--- src/rtl/stou_pkg.sv ---
package stou_pkg;

  // default accumulator width and character index limit
  localparam int WORD_BITS_DEF = 64;
  localparam longint unsigned MAX_CHARS = 64'd65535;
  localparam logic [15:0] IDX_LIMIT = (MAX_CHARS < 64'd65535) ? MAX_CHARS[15:0] : 16'hFFFF;

  localparam logic [5:0] DIGIT_NONE = 6'd63;
  localparam logic [5:0] RADIX_MAX = 6'd36;
  localparam logic [5:0] RADIX_BAD = 6'd1;
  localparam logic [5:0] RADIX_OCT = 6'd8;
  localparam logic [5:0] RADIX_DEC = 6'd10;
  localparam logic [5:0] RADIX_HEX = 6'd16;
  localparam logic [5:0] RADIX_AUTO = 6'd0;

  localparam logic [7:0] CH_NUL = 8'h00;
  localparam logic [7:0] CH_SPACE = 8'h20;
  localparam logic [7:0] CH_TAB = 8'h09;
  localparam logic [7:0] CH_CR = 8'h0D;
  localparam logic [7:0] CH_PLUS = 8'h2B;
  localparam logic [7:0] CH_MINUS = 8'h2D;
  localparam logic [7:0] CH_ZERO = 8'h30;
  localparam logic [7:0] CH_NINE = 8'h39;
  localparam logic [7:0] CH_UA = 8'h41;
  localparam logic [7:0] CH_UZ = 8'h5A;
  localparam logic [7:0] CH_LA = 8'h61;
  localparam logic [7:0] CH_LZ = 8'h7A;
  localparam logic [7:0] CH_UX = 8'h58;
  localparam logic [7:0] CH_LX = 8'h78;

  typedef enum logic [2:0] {
    PH_SKIP,
    PH_SIGNED,
    PH_ZERO,
    PH_XSEEN,
    PH_DIGITS,
    PH_DONE
  } phase_t;

  typedef enum logic [1:0] {
    ST_OK       = 2'd0,
    ST_OVERFLOW = 2'd1,
    ST_BADRADIX = 2'd2,
    ST_MINUS    = 2'd3
  } status_t;

  typedef struct packed {
    logic [7:0] character;
    logic [5:0] radix;
    logic       last;
  } stou_in_t;

  typedef struct packed {
    logic [63:0] value;
    logic [15:0] end_offset;
    logic [1:0]  status;
  } stou_out_t;

  // digit value of a character, DIGIT_NONE when not a digit
  function automatic logic [5:0] digit_of(input logic [7:0] c);
    logic [7:0] t;
    t = 8'd0;
    if (c >= CH_ZERO && c <= CH_NINE) begin
      t = c - CH_ZERO;
    end else if (c >= CH_LA && c <= CH_LZ) begin
      t = c - CH_LA + 8'd10;
    end else if (c >= CH_UA && c <= CH_UZ) begin
      t = c - CH_UA + 8'd10;
    end else begin
      t = {2'b00, DIGIT_NONE};
    end
    return t[5:0];
  endfunction

  function automatic logic is_space(input logic [7:0] c);
    return (c == CH_SPACE) || (c >= CH_TAB && c <= CH_CR);
  endfunction

endpackage

--- src/rtl/string_to_unsigned_parser.sv ---
// String to unsigned integer parser, one character per request.
// Input channel (in_valid / in_stall / in_data): one byte of a string with the
// radix (sampled on the first character of each string) and a last flag. A NUL
// byte also ends the string and is not counted as part of it.
// Result channel (out_valid / out_stall / out_data): one request per string,
// carrying the value, the offset of the first character not consumed and a
// status (ok, overflow, invalid radix, minus sign).
// Throughput: one character per cycle, except while a string end waits on a held
// result register; the per-character step is a single multiply-add of the
// accumulator by the radix, done on the character held in the input register.
// Path: an accepted character is held in the input register, then processed into
// the parse state, or for a string end into the result register that drives out_data.
// Stall: the output register holds a finished result while out_stall is high.
// Characters that do not end a string keep flowing; a string end waits in the
// input register, and in_stall rises only then.
// Reset: synchronous, active low; clears all parse state and both valid flags,
// so the next character starts a new string.
module string_to_unsigned_parser #(
  parameter int WORD_BITS = stou_pkg::WORD_BITS_DEF
) (
  input  logic                clk,
  input  logic                rst_n,
  input  logic                in_valid,
  output logic                in_stall,
  input  stou_pkg::stou_in_t  in_data,
  output logic                out_valid,
  input  logic                out_stall,
  output stou_pkg::stou_out_t out_data
);
  import stou_pkg::*;

  localparam int PW = WORD_BITS + 7;
  localparam logic [WORD_BITS-1:0] WORD_MASK = {WORD_BITS{1'b1}};

  // input register
  logic      s1_valid_r, s1_valid_nxt;
  stou_in_t  s1_data_r;

  // parse state
  phase_t                phase_r, phase_nxt;
  logic [5:0]            radix_r, radix_nxt;
  logic [WORD_BITS-1:0]  acc_r, acc_nxt;
  status_t               err_r, err_nxt;
  logic [15:0]           idx_r, idx_nxt;
  logic [15:0]           endpos_r, endpos_nxt;

  // result register
  logic      out_valid_r, out_valid_nxt;
  stou_out_t out_r, out_nxt;

  logic       in_accept;
  logic       advance;
  logic       emit;
  logic       first;
  logic       bad_radix;
  logic [5:0] rad0;
  phase_t     ph0;
  phase_t     ph_eff;
  status_t    err0;
  logic [5:0] dig;
  logic [5:0] rad_td;
  logic [PW-1:0] prod;
  logic       prod_ovf;
  logic [15:0] pos_next;
  logic [7:0]  ch;

  assign ch   = s1_data_r.character;
  assign emit = (ch == CH_NUL) || s1_data_r.last;

  // a string end needs the result register free; other characters always move
  assign advance   = s1_valid_r && (!emit || !out_valid_r || !out_stall);
  assign in_stall  = s1_valid_r && !advance;
  assign in_accept = in_valid && !in_stall;
  assign s1_valid_nxt = in_accept || (s1_valid_r && !advance);

  // radix sampled on the first character of a string
  assign first     = (idx_r == 16'd0) && (phase_r == PH_SKIP);
  assign bad_radix = first && ((s1_data_r.radix == RADIX_BAD) ||
                               (s1_data_r.radix > RADIX_MAX));
  assign rad0 = first ? s1_data_r.radix : radix_r;
  assign ph0  = bad_radix ? PH_DONE : phase_r;
  assign err0 = bad_radix ? ST_BADRADIX : err_r;

  assign dig      = digit_of(ch);
  assign pos_next = (idx_r < IDX_LIMIT) ? idx_r + 16'd1 : IDX_LIMIT;

  // a plain character while skipping white space is handled as after the sign
  always_comb begin
    ph_eff = ph0;
    if (ph0 == PH_SKIP && !is_space(ch) && ch != CH_MINUS && ch != CH_PLUS) begin
      ph_eff = PH_SIGNED;
    end
  end

  // radix that the digit step uses, with automatic radix resolved
  always_comb begin
    rad_td = rad0;
    if (rad0 == RADIX_AUTO) begin
      if (ph_eff == PH_SIGNED) begin
        rad_td = RADIX_DEC;
      end else if (ph_eff == PH_ZERO) begin
        rad_td = RADIX_OCT;
      end
    end
  end

  // one multiply-add; overflow when anything lands above the word
  assign prod     = PW'(acc_r) * PW'(rad_td) + PW'(dig);
  assign prod_ovf = |prod[PW-1:WORD_BITS];

  always_comb begin
    phase_nxt  = ph0;
    radix_nxt  = rad0;
    acc_nxt    = acc_r;
    err_nxt    = err0;
    idx_nxt    = idx_r;
    endpos_nxt = endpos_r;

    if (ch != CH_NUL) begin
      if (idx_r < IDX_LIMIT) begin
        idx_nxt = idx_r + 16'd1;
      end
      unique case (ph_eff)
        PH_SKIP: begin
          if (ch == CH_MINUS) begin
            err_nxt   = ST_MINUS;
            phase_nxt = PH_DONE;
          end else if (ch == CH_PLUS) begin
            phase_nxt = PH_SIGNED;
          end
        end
        PH_SIGNED, PH_ZERO, PH_XSEEN, PH_DIGITS: begin
          if (ph_eff == PH_SIGNED && ch == CH_ZERO &&
              (rad0 == RADIX_AUTO || rad0 == RADIX_HEX)) begin
            // leading zero, may open a hex prefix
            endpos_nxt = pos_next;
            acc_nxt    = '0;
            phase_nxt  = PH_ZERO;
          end else if (ph_eff == PH_ZERO && (ch == CH_LX || ch == CH_UX)) begin
            radix_nxt = RADIX_HEX;
            phase_nxt = PH_XSEEN;
          end else begin
            radix_nxt = rad_td;
            if (dig >= rad_td) begin
              phase_nxt = PH_DONE;
            end else begin
              if (err0 == ST_OK) begin
                if (prod_ovf) begin
                  err_nxt = ST_OVERFLOW;
                  acc_nxt = '0;
                end else begin
                  acc_nxt = prod[WORD_BITS-1:0];
                end
              end
              endpos_nxt = pos_next;
              phase_nxt  = PH_DIGITS;
            end
          end
        end
        PH_DONE: begin
        end
        default: begin
        end
      endcase
    end
  end

  // result assembly and output register control
  always_comb begin
    out_nxt            = out_r;
    out_valid_nxt      = out_valid_r && out_stall;
    out_nxt.value      = (err_nxt == ST_OK) ? 64'(acc_nxt & WORD_MASK) : 64'd0;
    out_nxt.end_offset = (err_nxt == ST_BADRADIX || err_nxt == ST_MINUS) ? 16'd0 : endpos_nxt;
    out_nxt.status     = err_nxt;
    if (advance && emit) begin
      out_valid_nxt = 1'b1;
    end else begin
      out_nxt = out_r;
    end
  end

  always_ff @(posedge clk) begin
    if (!rst_n) begin
      s1_valid_r  <= 1'b0;
      out_valid_r <= 1'b0;
      phase_r     <= PH_SKIP;
      radix_r     <= RADIX_AUTO;
      acc_r       <= '0;
      err_r       <= ST_OK;
      idx_r       <= 16'd0;
      endpos_r    <= 16'd0;
    end else begin
      s1_valid_r  <= s1_valid_nxt;
      out_valid_r <= out_valid_nxt;
      if (advance) begin
        if (emit) begin
          // string done, back to a clean start
          phase_r  <= PH_SKIP;
          radix_r  <= RADIX_AUTO;
          acc_r    <= '0;
          err_r    <= ST_OK;
          idx_r    <= 16'd0;
          endpos_r <= 16'd0;
        end else begin
          phase_r  <= phase_nxt;
          radix_r  <= radix_nxt;
          acc_r    <= acc_nxt;
          err_r    <= err_nxt;
          idx_r    <= idx_nxt;
          endpos_r <= endpos_nxt;
        end
      end
    end
  end

  // payload registers
  always_ff @(posedge clk) begin
    if (in_accept) begin
      s1_data_r <= in_data;
    end
    out_r <= out_nxt;
  end

  assign out_valid = out_valid_r;
  assign out_data  = out_r;

endmodule
--- config.mk ---
export PLATFORM = sky130hd
export DESIGN_NAME = string_to_unsigned_parser
export DESIGN_NICKNAME = d
export VERILOG_FILES = /design/src/rtl/stou_pkg.sv /design/src/rtl/string_to_unsigned_parser.sv
export SDC_FILE = /design/constraint.sdc
export NUM_CORES = 1
export LEC_CHECK = 0
export BUFFER_PORTS_ARGS = -buffer_cell sky130_fd_sc_hd__buf_2
export CAP_MARGIN = 30
export CORE_MARGIN = 2
export CORE_UTILIZATION = 31
export CTS_BUF_LIST = sky130_fd_sc_hd__clkbuf_8
export CTS_CLUSTER_SIZE = 14
export DETAILED_ROUTE_END_ITERATION = 12
export HOLD_SLACK_MARGIN = 0.02
export PLACE_DENSITY = 0.51
export SLEW_MARGIN = 20
export SYNTH_ARGS = -nofsm -noshare
export SYNTH_HDL_FRONTEND = slang
export SYNTH_SLANG_ARGS = --single-unit
--- constraint.sdc ---
create_clock -name clk -period 10.92 [get_ports clk]
set_input_delay 2.73 -clock clk [delete_from_list [all_inputs] [get_ports clk]]
set_output_delay 2.73 -clock clk [all_outputs]
set_load 0.03 [all_outputs]
==> results.tsv <==
metric	value	unit
dpl.hpwl	51.4	mm
synth-edff-count	97	
nNetsFinal	2915	
drc	0	
clockBufferDepth	3	
worst-path-buf-inv	5	
synth_cell_types	81	
ys.flop_type	dfxtp_1	
fin_hold_ws	0.465	ns
status	completed	
grt_pass1_wl	107	mm
setup_viol	0	
synthCells	2461	
critical-path-top-delay-family	simple AND/OR/NAND/NOR gates	
synth_top_area_share	22.2	%
hold_start	endpos_r[12]$_SDFFE_PN0P_	
power_density	76.9	nW/um2
grt_use_total	17.8	%
synth_top_cell_by_area	fa_1	
ys_top_cells_by_count	252 x fa_1, 229 x nor2b_1, 208 x nand2_1, 205 x and2_1, 172 x a21oi_1	
slew_headroom	36.5	%
n_antenna_cell	0	
busiest_layer	met2	
crit_type	register to register	
skew	0.0241	ns
min_period_over_period	92.4	%
placement_rows	99	
synth_sequential_area_ratio	22.4	%
initial_utilization	31.2	%
fp.dieW	275	um
clk_pin_slew_worst_paths	0.06	ns
io_pins	103	
htreeDepth	2	
setup_tns	0	ns
placed_cell_area	24000	um2
yosysMostFrequentCell	fa_1	
die_area	75600	um2
ant_nets	0	
use_met2	30.3	%
core	72800	um2
start_kind	register	
drv_cap	0	
path_max_fanout	44	
rsz0062_at_grt	no	
finalNonFillerCells	3465	
syn_area_per_cell	9.25	um2
vias	18375	
areaGrowthSynthToFinish	9.11	%
viasPerCell	5.30	
fin_ws	0.833	ns
gr-total-overflow	0	
routed_wl	66.9	mm
min_to	endpos_r[12]$_SDFFE_PN0P_	
finalHoldViolCount	0	
drtIter0Drc	1234	
peakVddDrop	0.0650	mV
ys_ff_latch	206	
synth_area_leaders	fa_1 22%, edfxtp_1 13%, dfxtp_1 9.6%	
fillers	7451	
cpPeakStageDelay	0.74	ns
grt_max_degree	70	
cts_resized	0	
holdPathStages	2	
dieHeight	275	um
grt_pass1_vias	19132	
layout-drive-gt1-share	8.70	%
cp-end-kind	register	
async_flop_share	0	%
period_minus_slack	10.09	ns
seq_area	5090	um2
fmax	99.1	MHz
worstPathRequired	11.41	ns
worstMarginPinSlew	0.952	ns
multi_input_area	16800	um2
r2r_end	acc_r[23]$_SDFFE_PN0P_	
r2r_cells	29	
yosysWarnings	0	
postLayoutCoreUtil	34.1	%
dr.pass1.iters	5	
syn-cell-area	22800	um2
cp.arrival	10.58	ns
final_max_slew_viol_count	0	
met1_usage	24.2	%
use_met3	1.96	%
antenna_found_initial	0	
cts_root_buffer	clkbuf_8	
r2r_setup_slack	0.83	ns
total_power	1.91	mW
p_leak	11.0	nW
cts_tree	done	
min_path_type	register to register	
dp_slack	0.923	ns
r2r-start	phase_r[1]$_SDFFE_PN0P_	
critPathSlowestCell	nor4_4	
clkSinkCount	206	
gp_congestion	0.906	
wl_per_cell	19.3	um
numCtsBuffers	37	
clkLatencyLatePin	0.58	ns
mappedNetlistNets	2898	
dp_cells	3395	
io_buffers	102	
design_area	24800	um2
[worst max path at each step]
stage / from / endpoint / slack [ns] / cells past startpoint
global placement: idx_r[0]$_SDFFE_PN0P_ / acc_r[23]$_SDFFE_PN0P_ / 1.15 / 32
global route: phase_r[1]$_SDFFE_PN0P_ / acc_r[26]$_SDFFE_PN0P_ / 0.17 / 29
CTS: idx_r[0]$_SDFFE_PN0P_ / acc_r[26]$_SDFFE_PN0P_ / 0.84 / 32
floorplan: idx_r[0]$_SDFFE_PN0P_ / out_data[70]$_SDFFCE_PP0P_ / 3.29 / 35
finish: phase_r[1]$_SDFFE_PN0P_ / acc_r[23]$_SDFFE_PN0P_ / 0.83 / 29
detailed placement: idx_r[0]$_SDFFE_PN0P_ / acc_r[23]$_SDFFE_PN0P_ / 0.92 / 32
[power breakdown]
part	internal (mW)	leakage (nW)	switching, mW
combinational	0.0674	8.75	0.213
clock	0.438	0.449	0.359
sequential	0.822	1.83	0.0108
[kinds of logic after synthesis]
family                     Yosys count  share of synthesized area [%]
buffers and inverters              221                           4.29
xor gates and xnor gates            80                           3.08
adders and majority gates          418                           31.3
AOI/OAI and AO/OA                  505                           14.2
and+or+nand+nor                   1022                           24.3
muxes                                9                          0.412
DFF                                206                           22.4
[timing repair]
| item | in CTS | in global routing |
|---|---|---|
| setup endpoints to repair | 0 | 5 |
| hold buffers | 0 | 0 |
| setup buffers | 0 | 1 |
[area by class of cell]
type                    instances  share of cell area [%]
multi-input cells            2034                    67.5
flip-flops and latches        206                    20.5
well taps                     959                    4.83
repair buffers                127                    2.94
clock buffers                  40                    2.22
inverters                      72                    1.09
clock inverters                27                   0.942
[flip-flops by register name (all words and copies together), names as in the netlist]
| register | cells |
|---|---|
| acc_r | 64 |
| ch | 8 |
| endpos_r | 16 |
| err_r | 2 |
| idx_r | 16 |
| out_data | 82 |
| out_valid | 1 |
| phase_r | 3 |
| radix_r | 6 |
| s1_data_r | 7 |
| s1_valid_r | 1 |
[metal layers]
| metal | vias to the layer above | part of all wire (%) |
|---|---|---|
| met2 | 489 | 48 |
| met5 | - | 0 |
| met1 | 9277 | 45 |
| li1 | 8523 | - |
| met4 | 0 | 2.1 |
| met3 | 86 | 5.0 |
[layout by cell type (no fill, tap or decap), types with 8 or more instances in the layout]
| cell | n |
|---|---|
| a21o_1 | 23 |
| clkbuf_8 | 40 |
| nand4_1 | 35 |
| nor2_1 | 120 |
| nor2b_1 | 229 |
| dfxtp_1 | 109 |
| or2_2 | 8 |
| edfxtp_1 | 97 |
| nand2b_1 | 19 |
| o21bai_1 | 15 |
| a22oi_1 | 31 |
| a211oi_1 | 10 |
| nor3b_1 | 16 |
| nor4_1 | 12 |
| inv_1 | 85 |
| o21ai_1 | 23 |
| and3_1 | 28 |
| o21a_1 | 17 |
| fa_1 | 252 |
| nor3_1 | 38 |
| buf_2 | 102 |
| a22o_1 | 42 |
| nand3_1 | 71 |
| o21ai_0 | 81 |
| a21boi_0 | 10 |
| ha_1 | 166 |
| nand2_1 | 207 |
| a21oi_1 | 172 |
| xnor2_1 | 58 |
| xor2_1 | 22 |
| buf_4 | 23 |
| and2_1 | 204 |
| o211ai_1 | 11 |
[worst min-delay path, cell delays in order, from the launching register on]
cell      delay (ns)
dfxtp_1         0.31
nand2_1         0.05
a21boi_1        0.06
(Power assumes the default switching activity.)
